$ cat src/design/iag_pkg.sv
// Package for the im2col address generator: configuration register layout,
// item kinds, queue sizing and the back-end state type.
// No dependencies; every other design file uses it by scoped names.
`default_nettype none

package iag_pkg;

   // Configuration port geometry.
   localparam int unsigned CSR_INDEX_W = 3;
   localparam int unsigned CSR_DATA_W  = 13;
   localparam int unsigned DIM_CFG_W   = 13;

   // Register indexes on the configuration port.
   localparam logic [CSR_INDEX_W-1:0] CSR_IN_HEIGHT   = 3'd0;
   localparam logic [CSR_INDEX_W-1:0] CSR_IN_WIDTH    = 3'd1;
   localparam logic [CSR_INDEX_W-1:0] CSR_CHANNELS    = 3'd2;
   localparam logic [CSR_INDEX_W-1:0] CSR_BATCH_SIZE  = 3'd3;
   localparam logic [CSR_INDEX_W-1:0] CSR_KERNEL_SIZE = 3'd4;
   localparam logic [CSR_INDEX_W-1:0] CSR_STRIDE_STEP = 3'd5;
   localparam logic [CSR_INDEX_W-1:0] CSR_PAD_AMOUNT  = 3'd6;

   // Register reset values.
   localparam logic [12:0] RST_IN_HEIGHT   = 13'd8;
   localparam logic [12:0] RST_IN_WIDTH    = 13'd8;
   localparam logic [12:0] RST_CHANNELS    = 13'd1;
   localparam logic [8:0]  RST_BATCH_SIZE  = 9'd1;
   localparam logic [3:0]  RST_KERNEL_SIZE = 4'd3;
   localparam logic [3:0]  RST_STRIDE_STEP = 4'd1;
   localparam logic [2:0]  RST_PAD_AMOUNT  = 3'd0;

   // Largest batch the walk supports.
   localparam logic [8:0] BATCH_MAX = 9'd256;

   // Depth of the queue between front and back; a power of two.
   localparam int unsigned QUEUE_DEPTH = 4;

   typedef struct packed {
      logic [12:0] in_height;
      logic [12:0] in_width;
      logic [12:0] channels;
      logic [8:0]  batch_size;
      logic [3:0]  kernel_size;
      logic [3:0]  stride_step;
      logic [2:0]  pad_amount;
   } cfg_type;

   // What an accepted item asks of the walk.
   typedef enum logic [0:0] {
      KIND_ADVANCE = 1'b0,
      KIND_RESTART = 1'b1
   } item_kind_type;

   typedef struct packed {
      logic          valid;
      item_kind_type kind;
   } push_type;

   // Back-end sequencer: one walk step, then three multiply-add passes.
   typedef enum logic [1:0] {
      BK_IDLE = 2'd0,
      BK_ROW  = 2'd1,
      BK_COL  = 2'd2,
      BK_CHAN = 2'd3
   } back_state_type;

endpackage

`default_nettype wire

$ cat src/design/iag_front.sv
// Front end of the im2col address generator: takes request items into an
// input register, classifies them and pushes them into the queue.
// Depends on iag_pkg.
`default_nettype none

module iag_front (
   input  wire logic              clock,
   input  wire logic              reset,
   input  wire logic              req_valid,
   output logic                   req_stall,
   input  wire logic              req_restart,
   input  wire logic              q_full,
   output iag_pkg::push_type      push
);

   logic                   in_valid_ff;
   logic                   in_valid_in;
   iag_pkg::item_kind_type in_kind_ff;
   iag_pkg::item_kind_type in_kind_in;
   logic                   accept;
   logic                   push_fire;

   // The input register holds while the queue is full.
   assign req_stall = in_valid_ff && q_full;
   assign accept    = req_valid && !req_stall;
   assign push_fire = in_valid_ff && !q_full;

   // Classify the incoming item and track the input register.
   always_comb begin
      in_kind_in  = in_kind_ff;
      in_valid_in = in_valid_ff;
      if (accept) begin
         in_kind_in  = req_restart ? iag_pkg::KIND_RESTART : iag_pkg::KIND_ADVANCE;
         in_valid_in = 1'b1;
      end else if (push_fire) begin
         in_valid_in = 1'b0;
      end
   end

   always_ff @(posedge clock) begin
      if (reset) begin
         in_valid_ff <= 1'b0;
      end else begin
         in_valid_ff <= in_valid_in;
      end
      in_kind_ff <= in_kind_in;
   end

   assign push.valid = push_fire;
   assign push.kind  = in_kind_ff;

endmodule

`default_nettype wire

$ cat src/design/iag_queue.sv
// Short queue of classified items between the front and back ends.
// Depends on iag_pkg for the depth and item types.
`default_nettype none

module iag_queue (
   input  wire logic              clock,
   input  wire logic              reset,
   input  wire iag_pkg::push_type push,
   output logic                   full,
   input  wire logic              pop,
   output logic                   empty,
   output iag_pkg::item_kind_type rd_kind
);

   localparam int unsigned PTR_W = $clog2(iag_pkg::QUEUE_DEPTH);
   localparam int unsigned CNT_W = $clog2(iag_pkg::QUEUE_DEPTH + 1);

   iag_pkg::item_kind_type slot_ff [iag_pkg::QUEUE_DEPTH];
   logic [PTR_W-1:0]       wr_ptr_ff;
   logic [PTR_W-1:0]       wr_ptr_in;
   logic [PTR_W-1:0]       rd_ptr_ff;
   logic [PTR_W-1:0]       rd_ptr_in;
   logic [CNT_W-1:0]       count_ff;
   logic [CNT_W-1:0]       count_in;
   logic                   do_push;
   logic                   do_pop;

   assign full    = count_ff == CNT_W'(iag_pkg::QUEUE_DEPTH);
   assign empty   = count_ff == '0;
   assign do_push = push.valid && !full;
   assign do_pop  = pop && !empty;
   assign rd_kind = slot_ff[rd_ptr_ff];

   // Pointers wrap naturally since the depth is a power of two.
   always_comb begin
      wr_ptr_in = do_push ? wr_ptr_ff + PTR_W'(1) : wr_ptr_ff;
      rd_ptr_in = do_pop ? rd_ptr_ff + PTR_W'(1) : rd_ptr_ff;
      count_in  = count_ff;
      if (do_push && !do_pop) begin
         count_in = count_ff + CNT_W'(1);
      end else if (do_pop && !do_push) begin
         count_in = count_ff - CNT_W'(1);
      end
   end

   always_ff @(posedge clock) begin
      if (reset) begin
         wr_ptr_ff <= '0;
         rd_ptr_ff <= '0;
         count_ff  <= '0;
      end else begin
         wr_ptr_ff <= wr_ptr_in;
         rd_ptr_ff <= rd_ptr_in;
         count_ff  <= count_in;
      end
   end

   // Slot storage needs no reset.
   always_ff @(posedge clock) begin
      if (do_push) begin
         slot_ff[wr_ptr_ff] <= push.kind;
      end
   end

endmodule

`default_nettype wire

$ cat src/design/iag_back.sv
// Back end of the im2col address generator: walks the window counters one
// step per item and forms the source index with a shared multiply-add unit.
// Depends on iag_pkg.
`default_nettype none

module iag_back #(
   parameter int unsigned ADDR_WIDTH = 32,
   parameter int unsigned DIM_WIDTH  = 12
) (
   input  wire logic              clock,
   input  wire logic              reset,
   input  wire iag_pkg::cfg_type  cfg,
   input  wire logic              q_empty,
   input  wire iag_pkg::item_kind_type q_kind,
   output logic                   q_pop,
   output logic                   rsp_valid,
   input  wire logic              rsp_stall,
   output logic [31:0]            rsp_src_index,
   output logic [31:0]            rsp_col_index,
   output logic                   rsp_is_pad,
   output logic                   rsp_seq_last
);

   localparam int unsigned DIM_BITS = DIM_WIDTH + 1;
   localparam int unsigned POS_BITS = DIM_WIDTH + 2;
   localparam int unsigned SAT_W    =
      (DIM_BITS > iag_pkg::DIM_CFG_W) ? DIM_BITS : iag_pkg::DIM_CFG_W;
   localparam int unsigned MUL_W    = ADDR_WIDTH + DIM_BITS;
   localparam int unsigned DIM_MAX  = 1 << DIM_WIDTH;

   // Clamp a dimension register to the largest supported extent.
   function automatic logic [DIM_BITS-1:0] sat_dim(input logic [12:0] v);
      logic [SAT_W-1:0] wide;
      wide = SAT_W'(v);
      if (wide > SAT_W'(DIM_MAX)) begin
         return DIM_BITS'(DIM_MAX);
      end
      return DIM_BITS'(wide);
   endfunction

   // Effective configuration.
   logic [DIM_BITS-1:0] h_dim, w_dim, c_dim;
   logic [8:0]          b_dim;
   logic [3:0]          k_dim, s_dim;
   logic [2:0]          p_dim;
   logic [POS_BITS-1:0] ext_h, ext_w, lim_h, lim_w;
   logic                seq_empty;

   // Walk counters.
   logic [7:0]          batch_ff, batch_in;
   logic [POS_BITS-1:0] win_row_ff, win_row_in, win_col_ff, win_col_in;
   logic [3:0]          kern_row_ff, kern_row_in, kern_col_ff, kern_col_in;
   logic [DIM_WIDTH-1:0] chan_ff, chan_in;
   logic [31:0]         col_count_ff, col_count_in;

   // Counters as seen by the current step.
   logic                stale, zero_sel;
   logic [7:0]          cur_batch;
   logic [POS_BITS-1:0] cur_wr, cur_wc;
   logic [3:0]          cur_kr, cur_kc;
   logic [DIM_WIDTH-1:0] cur_ch;
   logic [31:0]         cur_col;
   logic [POS_BITS-1:0] pos_y, pos_x;
   logic                pad, lc, lkc, lkr, lwc, lwr, lb, last;

   // Element snapshot handed to the multiply-add passes.
   logic [7:0]          snap_batch_ff;
   logic [POS_BITS-1:0] snap_yoff_ff, snap_xoff_ff;
   logic [DIM_WIDTH-1:0] snap_chan_ff;
   logic                snap_pad_ff, snap_last_ff;
   logic [31:0]         snap_col_ff;

   // Sequencer and shared multiply-add unit.
   iag_pkg::back_state_type state_ff, state_in;
   logic                step_en, acc_en, out_load, out_free;
   logic [ADDR_WIDTH-1:0] mul_a;
   logic [DIM_BITS-1:0] mul_b;
   logic [MUL_W-1:0]    mul_add;
   logic [MUL_W-1:0]    prod;
   logic [ADDR_WIDTH-1:0] acc_ff;

   // Output register.
   logic                out_valid_ff, out_valid_in;
   logic [31:0]         out_src_ff, out_col_ff;
   logic                out_pad_ff, out_last_ff;

   // Effective dimensions, padded extents and window limits.
   always_comb begin
      h_dim = sat_dim(cfg.in_height);
      w_dim = sat_dim(cfg.in_width);
      c_dim = sat_dim(cfg.channels);
      b_dim = (cfg.batch_size > iag_pkg::BATCH_MAX) ? iag_pkg::BATCH_MAX : cfg.batch_size;
      k_dim = cfg.kernel_size;
      s_dim = (cfg.stride_step == 4'd0) ? 4'd1 : cfg.stride_step;
      p_dim = cfg.pad_amount;
      ext_h = POS_BITS'(h_dim) + POS_BITS'({p_dim, 1'b0});
      ext_w = POS_BITS'(w_dim) + POS_BITS'({p_dim, 1'b0});
      lim_h = ext_h - POS_BITS'(k_dim);
      lim_w = ext_w - POS_BITS'(k_dim);
      seq_empty = (h_dim == '0) || (w_dim == '0) || (c_dim == '0) || (b_dim == '0) ||
                  (k_dim == '0) || (POS_BITS'(k_dim) > ext_h) ||
                  (POS_BITS'(k_dim) > ext_w);
   end

   // Current element: restart or stale counters start from the first element.
   always_comb begin
      stale = ({1'b0, batch_ff} >= b_dim) || (win_row_ff > lim_h) ||
              (win_col_ff > lim_w) || (kern_row_ff >= k_dim) ||
              (kern_col_ff >= k_dim) || (DIM_BITS'(chan_ff) >= c_dim);
      zero_sel  = (q_kind == iag_pkg::KIND_RESTART) || stale;
      cur_batch = zero_sel ? '0 : batch_ff;
      cur_wr    = zero_sel ? '0 : win_row_ff;
      cur_wc    = zero_sel ? '0 : win_col_ff;
      cur_kr    = zero_sel ? '0 : kern_row_ff;
      cur_kc    = zero_sel ? '0 : kern_col_ff;
      cur_ch    = zero_sel ? '0 : chan_ff;
      cur_col   = zero_sel ? '0 : col_count_ff;
      pos_y     = cur_wr + POS_BITS'(cur_kr);
      pos_x     = cur_wc + POS_BITS'(cur_kc);
      pad = (pos_y < POS_BITS'(p_dim)) || (pos_x < POS_BITS'(p_dim)) ||
            (pos_y >= POS_BITS'(h_dim) + POS_BITS'(p_dim)) ||
            (pos_x >= POS_BITS'(w_dim) + POS_BITS'(p_dim));
      lc  = (DIM_BITS'(cur_ch) + DIM_BITS'(1)) >= c_dim;
      lkc = ({1'b0, cur_kc} + 5'd1) >= {1'b0, k_dim};
      lkr = ({1'b0, cur_kr} + 5'd1) >= {1'b0, k_dim};
      lwc = (cur_wc + POS_BITS'(s_dim)) > lim_w;
      lwr = (cur_wr + POS_BITS'(s_dim)) > lim_h;
      lb  = ({1'b0, cur_batch} + 9'd1) >= b_dim;
      last = lc && lkc && lkr && lwc && lwr && lb;
   end

   // Counter advance: channel innermost, batch outermost.
   always_comb begin
      batch_in     = batch_ff;
      win_row_in   = win_row_ff;
      win_col_in   = win_col_ff;
      kern_row_in  = kern_row_ff;
      kern_col_in  = kern_col_ff;
      chan_in      = chan_ff;
      col_count_in = col_count_ff;
      if (step_en) begin
         if (seq_empty || last) begin
            batch_in     = '0;
            win_row_in   = '0;
            win_col_in   = '0;
            kern_row_in  = '0;
            kern_col_in  = '0;
            chan_in      = '0;
            col_count_in = '0;
         end else begin
            batch_in     = cur_batch;
            win_row_in   = cur_wr;
            win_col_in   = cur_wc;
            kern_row_in  = cur_kr;
            kern_col_in  = cur_kc;
            col_count_in = cur_col + 32'd1;
            if (!lc) begin
               chan_in = cur_ch + DIM_WIDTH'(1);
            end else begin
               chan_in = '0;
               if (!lkc) begin
                  kern_col_in = cur_kc + 4'd1;
               end else begin
                  kern_col_in = '0;
                  if (!lkr) begin
                     kern_row_in = cur_kr + 4'd1;
                  end else begin
                     kern_row_in = '0;
                     if (!lwc) begin
                        win_col_in = cur_wc + POS_BITS'(s_dim);
                     end else begin
                        win_col_in = '0;
                        if (!lwr) begin
                           win_row_in = cur_wr + POS_BITS'(s_dim);
                        end else begin
                           win_row_in = '0;
                           batch_in   = cur_batch + 8'd1;
                        end
                     end
                  end
               end
            end
         end
      end
   end

   always_ff @(posedge clock) begin
      if (reset) begin
         batch_ff     <= '0;
         win_row_ff   <= '0;
         win_col_ff   <= '0;
         kern_row_ff  <= '0;
         kern_col_ff  <= '0;
         chan_ff      <= '0;
         col_count_ff <= '0;
      end else begin
         batch_ff     <= batch_in;
         win_row_ff   <= win_row_in;
         win_col_ff   <= win_col_in;
         kern_row_ff  <= kern_row_in;
         kern_col_ff  <= kern_col_in;
         chan_ff      <= chan_in;
         col_count_ff <= col_count_in;
      end
   end

   // Snapshot of the element being addressed.
   always_ff @(posedge clock) begin
      if (step_en) begin
         snap_batch_ff <= cur_batch;
         snap_yoff_ff  <= pos_y - POS_BITS'(p_dim);
         snap_xoff_ff  <= pos_x - POS_BITS'(p_dim);
         snap_chan_ff  <= cur_ch;
         snap_pad_ff   <= pad;
         snap_last_ff  <= last;
         snap_col_ff   <= cur_col;
      end
   end

   assign out_free = !out_valid_ff || !rsp_stall;

   // Sequencer next state.
   always_comb begin
      state_in = state_ff;
      case (state_ff)
         iag_pkg::BK_IDLE: begin
            if (!q_empty && !seq_empty) begin
               state_in = iag_pkg::BK_ROW;
            end
         end
         iag_pkg::BK_ROW: state_in = iag_pkg::BK_COL;
         iag_pkg::BK_COL: state_in = iag_pkg::BK_CHAN;
         iag_pkg::BK_CHAN: begin
            if (out_free) begin
               state_in = iag_pkg::BK_IDLE;
            end
         end
         default: state_in = iag_pkg::BK_IDLE;
      endcase
   end

   // Sequencer outputs and multiply-add operand selection.
   always_comb begin
      step_en  = 1'b0;
      acc_en   = 1'b0;
      out_load = 1'b0;
      mul_a    = acc_ff;
      mul_b    = c_dim;
      mul_add  = MUL_W'(snap_chan_ff);
      case (state_ff)
         iag_pkg::BK_IDLE: begin
            step_en = !q_empty;
         end
         iag_pkg::BK_ROW: begin
            acc_en  = 1'b1;
            mul_a   = ADDR_WIDTH'(snap_batch_ff);
            mul_b   = h_dim;
            mul_add = MUL_W'(snap_yoff_ff);
         end
         iag_pkg::BK_COL: begin
            acc_en  = 1'b1;
            mul_b   = w_dim;
            mul_add = MUL_W'(snap_xoff_ff);
         end
         iag_pkg::BK_CHAN: begin
            out_load = out_free;
         end
         default: begin
            step_en = 1'b0;
         end
      endcase
   end

   assign q_pop = step_en;
   assign prod  = MUL_W'(mul_a) * MUL_W'(mul_b) + mul_add;

   always_ff @(posedge clock) begin
      if (reset) begin
         state_ff <= iag_pkg::BK_IDLE;
      end else begin
         state_ff <= state_in;
      end
      if (acc_en) begin
         acc_ff <= prod[ADDR_WIDTH-1:0];
      end
   end

   // Output register: parts the sequencer from a stalled receiver.
   assign out_valid_in = out_load || (out_valid_ff && rsp_stall);

   always_ff @(posedge clock) begin
      if (reset) begin
         out_valid_ff <= 1'b0;
      end else begin
         out_valid_ff <= out_valid_in;
      end
      if (out_load) begin
         out_src_ff  <= snap_pad_ff ? 32'd0 : 32'(prod[ADDR_WIDTH-1:0]);
         out_col_ff  <= snap_col_ff;
         out_pad_ff  <= snap_pad_ff;
         out_last_ff <= snap_last_ff;
      end
   end

   assign rsp_valid     = out_valid_ff;
   assign rsp_src_index = out_src_ff;
   assign rsp_col_index = out_col_ff;
   assign rsp_is_pad    = out_pad_ff;
   assign rsp_seq_last  = out_last_ff;

endmodule

`default_nettype wire

$ cat src/design/im2col_address_generator_core.sv
// im2col address generator for NHWC tensors. Each request item yields the
// next element of the gather walk: its NHWC source index (0 in the padding),
// its column-matrix position, a pad flag and a flag on the final element.
// A request with restart set returns the walk to its first element first.
// Request and response channels use valid/stall; an item moves at a clock
// edge with valid high and stall low. Configuration is to be written over
// the csr channel (index, data) only while the block is idle; the block
// itself does not enforce this. csr_ready is always high. The back end
// steps the walk, then makes three passes through its single multiply-add
// unit, and pops the next item only once the element is in its output
// register. When the configuration describes no element, an item is
// consumed and yields no response. A four-entry queue lets requests keep
// arriving while the back end works or the response is stalled; a stalled
// response holds in its output register. Reset is synchronous: the walk
// returns to its first element and the registers to their defaults.
// Depends on iag_pkg, iag_front, iag_queue and iag_back.
`default_nettype none

module im2col_address_generator_core #(
   parameter int unsigned ADDR_WIDTH = 32,
   parameter int unsigned DIM_WIDTH  = 12
) (
   input  wire logic                            clock,
   input  wire logic                            reset,
   input  wire logic                            req_valid,
   output logic                                 req_stall,
   input  wire logic                            req_restart,
   output logic                                 rsp_valid,
   input  wire logic                            rsp_stall,
   output logic [31:0]                          rsp_src_index,
   output logic [31:0]                          rsp_col_index,
   output logic                                 rsp_is_pad,
   output logic                                 rsp_seq_last,
   input  wire logic                            csr_valid,
   output logic                                 csr_ready,
   input  wire logic [iag_pkg::CSR_INDEX_W-1:0] csr_index,
   input  wire logic [iag_pkg::CSR_DATA_W-1:0]  csr_wdata
);

   iag_pkg::cfg_type       cfg_ff;
   iag_pkg::cfg_type       cfg_in;
   iag_pkg::push_type      push;
   logic                   q_full;
   logic                   q_empty;
   logic                   q_pop;
   iag_pkg::item_kind_type q_kind;

   assign csr_ready = 1'b1;

   // Configuration register writes.
   always_comb begin
      cfg_in = cfg_ff;
      if (csr_valid && csr_ready) begin
         case (csr_index)
            iag_pkg::CSR_IN_HEIGHT:   cfg_in.in_height   = csr_wdata[12:0];
            iag_pkg::CSR_IN_WIDTH:    cfg_in.in_width    = csr_wdata[12:0];
            iag_pkg::CSR_CHANNELS:    cfg_in.channels    = csr_wdata[12:0];
            iag_pkg::CSR_BATCH_SIZE:  cfg_in.batch_size  = csr_wdata[8:0];
            iag_pkg::CSR_KERNEL_SIZE: cfg_in.kernel_size = csr_wdata[3:0];
            iag_pkg::CSR_STRIDE_STEP: cfg_in.stride_step = csr_wdata[3:0];
            iag_pkg::CSR_PAD_AMOUNT:  cfg_in.pad_amount  = csr_wdata[2:0];
            default:                  cfg_in = cfg_ff;
         endcase
      end
   end

   always_ff @(posedge clock) begin
      if (reset) begin
         cfg_ff.in_height   <= iag_pkg::RST_IN_HEIGHT;
         cfg_ff.in_width    <= iag_pkg::RST_IN_WIDTH;
         cfg_ff.channels    <= iag_pkg::RST_CHANNELS;
         cfg_ff.batch_size  <= iag_pkg::RST_BATCH_SIZE;
         cfg_ff.kernel_size <= iag_pkg::RST_KERNEL_SIZE;
         cfg_ff.stride_step <= iag_pkg::RST_STRIDE_STEP;
         cfg_ff.pad_amount  <= iag_pkg::RST_PAD_AMOUNT;
      end else begin
         cfg_ff <= cfg_in;
      end
   end

   iag_front u_front (
      .clock       (clock),
      .reset       (reset),
      .req_valid   (req_valid),
      .req_stall   (req_stall),
      .req_restart (req_restart),
      .q_full      (q_full),
      .push        (push)
   );

   iag_queue u_queue (
      .clock   (clock),
      .reset   (reset),
      .push    (push),
      .full    (q_full),
      .pop     (q_pop),
      .empty   (q_empty),
      .rd_kind (q_kind)
   );

   iag_back #(
      .ADDR_WIDTH (ADDR_WIDTH),
      .DIM_WIDTH  (DIM_WIDTH)
   ) u_back (
      .clock         (clock),
      .reset         (reset),
      .cfg           (cfg_ff),
      .q_empty       (q_empty),
      .q_kind        (q_kind),
      .q_pop         (q_pop),
      .rsp_valid     (rsp_valid),
      .rsp_stall     (rsp_stall),
      .rsp_src_index (rsp_src_index),
      .rsp_col_index (rsp_col_index),
      .rsp_is_pad    (rsp_is_pad),
      .rsp_seq_last  (rsp_seq_last)
   );

endmodule

`default_nettype wire
$ cat config.mk
export PLATFORM = sky130hd
export DESIGN_NAME = im2col_address_generator_core
export DESIGN_NICKNAME = d
export VERILOG_FILES = /design/src/design/iag_pkg.sv /design/src/design/iag_front.sv /design/src/design/iag_queue.sv /design/src/design/iag_back.sv /design/src/design/im2col_address_generator_core.sv
export SDC_FILE = /design/constraint.sdc
export NUM_CORES = 2
export LEC_CHECK = 0
export ABC_AREA = 1
export BUFFER_PORTS_ARGS = -buffer_cell sky130_fd_sc_hd__buf_2
export CAP_MARGIN = 0
export CORE_MARGIN = 3
export CORE_UTILIZATION = 42
export DETAILED_ROUTE_END_ITERATION = 12
export SLEW_MARGIN = 40
export SYNTH_ARGS = -nofsm -noshare
export SYNTH_HDL_FRONTEND = slang
export SYNTH_SLANG_ARGS = --single-unit
$ cat constraint.sdc
create_clock -name clock -period 15.85 [get_ports clock]
set_clock_uncertainty 0.2 [all_clocks]
set_input_delay 1.585 -clock clock [delete_from_list [all_inputs] [get_ports clock]]
set_output_delay 1.585 -clock clock [all_outputs]
set_load 0.02 [all_outputs]
### After elaboration in Yosys (flattened, before gate mapping)

Memories as Yosys holds them, arrays and structs flattened. A register that Yosys moved wholly into a read port is not among the register bits.
Index checks and enable logic that the tools add are counted.

* register bits after elaboration: 339
* bits in writable memories: 4
* bits of input ports: 22
* output and inout port bits: 69
* logic and storage cells: 218
* memories kept: 1

Memory list
* u_queue.slot_ff: depth 4, bits a word 1, rd ports 1, clocked after memory_dff 1, write ports 1, line iag_queue.sv:18 `iag_pkg::item_kind_type slot_ff [iag_pkg::QUEUE_DEPTH];`

* add/sub/neg operators: 26
* multiply operators: 1
* order comparisons: 22
* equal/unequal tests: 12
* mux-type cells: 63
* reductions and logical operators: 60

Operators by type and width (count)
* $mux W14: 13
* $mux W32: 3
* $mux W13: 6
* $add A14 B4 Y14: 4
* $gt A14 B14 Y1: 4
* $mux W8: 7
* $mux W4: 10
* $gt A13 B13 Y1 const B: 3
* $logic_not A13 Y1: 3
* $mux W12: 3
* $add A32 B1 Y32 const B: 1
* $add A32 B14 Y32: 1
* $mul A32 B13 Y32: 1
* $add A13 B3 Y14: 2
* $add A13 B4 Y14: 2
* $ge A14 B14 Y1: 2
* $gt A4 B14 Y1: 2
* $lt A14 B3 Y1: 2
* $pmux W14 S2: 1
* $sub A14 B3 Y14: 2
* $sub A14 B4 Y14: 2
* $pmux W13 S2: 1
* $logic_or A1 B1 Y1: 18
* $reduce_and A2 Y1: 8
* other kinds (35): 83

### Longest topological paths before layout

* depth after elaboration: 22
* mapped depth: 62

### By module

Synthesis repeated with hierarchy kept, for this count alone.

* cells, all modules: 4064
* area, all modules: 32685.1 um^2

By module, submodules not included
* iag_back: times used 1, cells each 3624, area each 29450.7 um^2, sequential area each 7226.9 um^2
* im2col_address_generator_core: times used 1, cells each 348, area each 2468.6 um^2, sequential area each 1181.1 um^2
* iag_queue: times used 1, cells each 81, area each 666.9 um^2, sequential area each 300.3 um^2
* iag_front: times used 1, cells each 11, area each 98.8 um^2, sequential area each 50.0 um^2

### Least setup slack after synthesis

OpenSTA, ideal clock, no wires.

* path type: register to register
* start: reg cfg_ff[41] (netlist bit)
* end: reg u_back.col_count_ff[15]
* setup time: 0.134 ns
* arrival time: 9.076 ns
* required time: 15.516 ns
* path slack: 6.440 ns
* cell stages (with the launch flop): 55
* path buffers: 7
* period minus slack after synthesis: 9.410 ns
* cell sequence: dfxtp_1 > nor4_1 > nand3_1 > nand2_1 > inv_1 > nor2_1 > ha_1 > fa_1 > ha_1 > inv_1 > nor2_1 > o21ai_0 > inv_1 > nor2_1 > inv_1 > nor4_1 > nor3b_1 > xor2_1 > [... 19 more ...] > nor2_1 > nand2_1 > nor3_1 > xor2_1 > ha_1 > nand4_1 > nor2_1 > nand4_1 > a21boi_1 > inv_1 > nor2_4 > nand4_2 > nand3_4 > inv_2 > buf_6 > buf_6 > nand2_1 > a21oi_1

* longest elaborated chain between the ends: 21
* elaborated cells on any way between the ends: 46

Ends and longest elaborated chain
* start: declaration: line im2col_address_generator_core.sv:40 `iag_pkg::cfg_type cfg_ff;`
* start signal: assignment: line im2col_address_generator_core.sv:77 `cfg_ff <= cfg_in;`
* $gt A13 B13 Y1: line iag_back.sv:35 `if (wide > SAT_W'(DIM_MAX)) begin`
* $mux W1: line iag_back.sv:35
* $mux W13 *: line iag_back.sv:38 `return DIM_BITS'(wide);`
* $add A13 B4 Y14: line iag_back.sv:97 `ext_w = POS_BITS'(w_dim) + POS_BITS'({p_dim, 1'b0});`
* $sub A14 B4 Y14: line iag_back.sv:99 `lim_w = ext_w - POS_BITS'(k_dim);`
* $gt A14 B14 Y1: line iag_back.sv:108 `(win_col_ff > lim_w) || (kern_row_ff >= k_dim) ||`
* $logic_or A1 B1 Y1: line iag_back.sv:107 `stale = ({1'b0, batch_ff} >= b_dim) || (win_row_ff > lim_h) ||`
* $logic_or A1 B1 Y1 (2 in series): line iag_back.sv:108
* $logic_or A1 B1 Y1: line iag_back.sv:109 `(kern_col_ff >= k_dim) || (DIM_BITS'(chan_ff) >= c_dim);`
* $logic_or A1 B1 Y1: line iag_back.sv:110 `zero_sel = (q_kind == iag_pkg::KIND_RESTART) || stale;`
* $mux W12 / $mux W4 (equally long branches): line iag_back.sv:116, iag_back.sv:115
* $add A12 B1 Y13 / $add A4 B1 Y5 (equally long branches): line iag_back.sv:123, iag_back.sv:124
* $ge A13 B13 Y1 / $ge A5 B4 Y1 (equally long branches): line iag_back.sv:123, iag_back.sv:124
* $logic_and A1 B1 Y1 (5 in series): line iag_back.sv:129 `last = lc && lkc && lkr && lwc && lwr && lb;`
* $logic_or A1 B1 Y1: line iag_back.sv:142 `if (seq_empty || last) begin`
* $mux W32 *: line iag_back.sv:142
* end signal: assignment: line iag_back.sv:203 `col_count_ff <= col_count_in;`
* end: declaration: line iag_back.sv:54 `logic [31:0] col_count_ff, col_count_in;`

Every way passes the cells marked *; elsewhere a longest branch is shown, timed or not.
A chain may end at the register's enable or synchronous reset.

### Worst setup path in the final report

* start: reg cfg_ff[41] (netlist bit)
* end: reg u_back.kern_row_ff[0]

* longest elaborated chain between the ends: 21
* elaborated cells on any way between the ends: 48

Ends and longest elaborated chain
* $gt A13 B13 Y1: line iag_back.sv:35
* $mux W1: line iag_back.sv:35
* $mux W13 *: line iag_back.sv:38
* $add A13 B4 Y14 *: line iag_back.sv:97
* $sub A14 B4 Y14 *: line iag_back.sv:99
* $gt A14 B14 Y1 *: line iag_back.sv:108
* $logic_or A1 B1 Y1 *: line iag_back.sv:107
* $logic_or A1 B1 Y1 * (2 in series): line iag_back.sv:108
* $logic_or A1 B1 Y1 *: line iag_back.sv:109
* $logic_or A1 B1 Y1 *: line iag_back.sv:110
* $mux W12 *: line iag_back.sv:116 `cur_ch = zero_sel ? '0 : chan_ff;`
* via u_back.cur_ch[2]: line iag_back.sv:61 `logic [DIM_WIDTH-1:0] cur_ch;`
* $add A12 B1 Y13 *: line iag_back.sv:123 `lc = (DIM_BITS'(cur_ch) + DIM_BITS'(1)) >= c_dim;`
* $ge A13 B13 Y1 *: line iag_back.sv:123
* $logic_and A1 B1 Y1 (5 in series): line iag_back.sv:129
* $logic_or A1 B1 Y1: line iag_back.sv:142
* $mux W4 *: line iag_back.sv:142
* end signal: assignment: line iag_back.sv:200 `kern_row_ff <= kern_row_in;`
* end: declaration: line iag_back.sv:52 `logic [3:0] kern_row_ff, kern_row_in, kern_col_ff, kern_col_in;`

Mark *: on every way through the listed nets, which the timed path passes. The rest lies on a longest branch.

==> impl_metrics.csv <==
group,metric,value,unit
outcome,outcome,"completed",
yosys,synth-seq-cells,345,
floorplanning,core,75070,sq um
sta,tns,0,ps
clock_network,clock_tree_from_tritoncts,"done",
yosys,synth_top_area_share,17.40,%
clock_network,clkTransAtPathRegs,60,ps
clock_network,cts_hold_buffers,0,
clock_network,cts-htree-levels,2,
floorplanning,num_io_pins,91,
sta,achievable-frequency,0.08689,GHz
global_route,grt_use_met1,31.20,%
floorplanning,floorplan.initialDensity,42.76,%
placed_design,pre_cts_ws,4324,ps
yosys,syn_area_per_cell,8.072,sq um
floorplanning,dieHeight,282.5,microns
cells_and_area,drive_above_1_share,7.437,%
worst_hold_path,worstHoldPathType,"register to register",
global_route,grt_antenna_before_repair,2,
detailed_routing,detailroute.via_count,26380,
global_route,pin_count_of_the_biggest_net_entering_global_routing,64,
setup_path,slowest_delay,610,ps
detailed_routing,post_drt_via_cell_ratio,5.244,
sta,rsz0062_at_grt,"no",
setup_path,path_common_cell,"inv_1",
sta,worst_hold_margin,215.0,ps
placed_design,port_buffers,89,
floorplanning,die-width,282.5,microns
global_route,met2_usage,40.24,%
yosys,synth.cells.most_frequent,"nand2_1 (737), inv_1 (690), nor2_1 (453), fa_1 (279), ha_1 (271)",
global_route,grt_remaining_overflow,0,
sta,finalCritPeriodShare,72.61,%
setup_path,cp.arrival,11840,ps
sta,timing_hold_violations_final,0,
detailed_routing,post-route-drc-count,0,
clock_network,cts.path.max_buffers,3,
clock_network,tritoncts.num_buffers,43,
detailed_routing,aggregate_routed_wire_length,94.69,mm
clock_network,numClockSinks,345,
setup_path,crit_path_max_delay_cell_type,"nor4_4",
detailed_routing,drt-initial-drc-count,1977,
yosys,netlist_instances,3977,
cells_and_area,diodes,0,
yosys,yosys_most_used_dff,"edfxtp_1",
sta,relSlewSlack,44.31,%
yosys,synth-edff-count,185,
sta,worst_slew_pin_slew,829.8,ps
floorplanning,dieArea,79780,sq um
setup_path,cp_max_fo,43,
placed_design,gp_congestion,0.9694,
yosys,ys_types,65,
global_route,gr-max-usage-layer,"met2",
setup_path,cp_data_required_time,16180,ps
global_route,grt_usage,23.94,%
clock_network,cts.repair_timing.setup_buffer_count,0,
setup_path,crit_end_element,"register",
yosys,yosys.cell_count.top_type,"nand2_1",
setup_path,crit_type,"register to register",
yosys,synth_sequential_area_ratio,27.28,%
global_route,globalRouteMet3Util,3.739,%
setup_path,setup.worst_path.start_class,"register",
sta,timing.final.max_slew_violations,0,
clock_network,cts.root.buffer_cell,"clkbuf_16",
flow_run,number_of_max_cap_violations,0,
cells_and_area,finalCoreUtilization,46.56,%
global_route,first_global_vias,25930,
yosys,synthesis.area,32100,sq um
setup_path,reg2reg_setup_slack,4340,ps
sta,timing.final.ws_setup,4341,ps
detailed_routing,drtPass1Iterations,5,
floorplanning,fp-row-count,100,
detailed_routing,ant_nets,0,
global_route,grt_pass1_wl,147.3,mm
detailed_routing,wl_per_cell,18.82,microns
placed_design,post-dp-hpwl,75.00,mm
sta,setup_viol,0,
sta,layout_min_cycle_time,11510,ps
yosys,synth.yosys.warnings,0,
clock_network,worst_skew_pair.late_latency,610,ps
yosys,synth_area_leaders,"fa_1 (17%), edfxtp_1 (17%), ha_1 (11%), dfxtp_1 (10%), nand2_1 (8.6%)",
yosys,yosys.area.top_type,"fa_1",
clock_network,cts.repair.resized,0,
cells_and_area,design.final.nets,4600,
cells_and_area,synthToLayoutAreaGrowth,8.875,%
yosys,synth_async_sr_flop_share,0,%
layer usage:
layer  vias up  share of wire [%]
met5         -              0.029
met3       185                6.2
met4         4                3.8
met1     12590                 43
met2       808                 47
li1      12790                  -
kinds of logic (layout without fill, tap and decap cells):
| group | Yosys count | count (layout) | synth area share [%] |
|---|---|---|---|
| fa+ha+maj | 550 | 550 | 27.96 |
| other cells | 1 | 3 | 0.01168 |
| flops | 345 | 345 | 27.28 |
| xor+xnor | 179 | 179 | 4.884 |
| buf+inv | 822 | 904 | 9.830 |
| compound gates | 510 | 510 | 8.934 |
| simple gates | 1570 | 1570 | 21.09 |
registers in the layout, summed over array words and instances (netlist names), 3 cells and up, named ones only:
signal / cells
u_back.snap_chan_ff: 12
cfg_ff: 59
u_queue.slot_ff: 4
u_back.snap_batch_ff: 8
u_back.win_row_ff: 14
u_back.win_col_ff: 14
u_back.col_count_ff: 32
u_back.chan_ff: 12
u_back.rsp_src_index: 32
u_back.batch_ff: 8
u_back.kern_row_ff: 4
u_back.snap_col_ff: 32
u_back.snap_yoff_ff: 14
u_queue.count_ff: 3
u_back.kern_col_ff: 4
u_back.snap_xoff_ff: 14
u_back.acc_ff: 32
u_back.rsp_col_index: 32
layout by cell type, fill, tap and decap left out, types with 51 or more instances in the layout:
master	count
o21ai_0	153
nand4_1	51
nand3_1	168
a21oi_1	238
dfxtp_1	160
inv_1	684
ha_1	270
edfxtp_1	185
nor2_1	452
buf_2	88
xor2_1	137
nand2_1	736
fa_1	279
stage by stage:
stage / cell area (sq um) / std cells
after floorplan: 32110 / 3979
after global placement: 33500 / 4952
after detailed placement: 33530 / 4952
after CTS: 34940 / 5030
after global routing: 34950 / 5030
final: 34950 / 5030
final timing paths:
| path | start | end | cells after the start |
|---|---|---|---|
| setup reg to reg | cfg_ff[41] | u_back.kern_row_ff[0] | 50 |
| hold / removal | u_back.snap_col_ff[21] | u_back.rsp_col_index[21] | 0 |
| hold reg to reg | u_back.snap_col_ff[21] | u_back.rsp_col_index[21] | 0 |
| setup / recovery | cfg_ff[41] | u_back.kern_row_ff[0] | 50 |
critical path, delay by kind of cell, from the launching register on:
kind            cells  cell delay (ps)
compound gates      6             1030
xor+xnor            2              290
fa+ha+maj           4             1480
buf+inv            12             2580
flops               1              320
simple gates       26             5410
area by class of cell:
class	count	area, sq um
Fill cell	7416	40120
Multi-Input combinational cell	2812	20260
Sequential cell	345	8758
Inverter	713	2679
Tap cell	969	1212
Clock buffer	57	1180
Timing Repair Buffer	113	628.1
Clock inverter	21	231.5
Power is left out: the tool's default activity adds up to more than one toggle a clock period on the data nets, which glitch-free logic cannot reach.
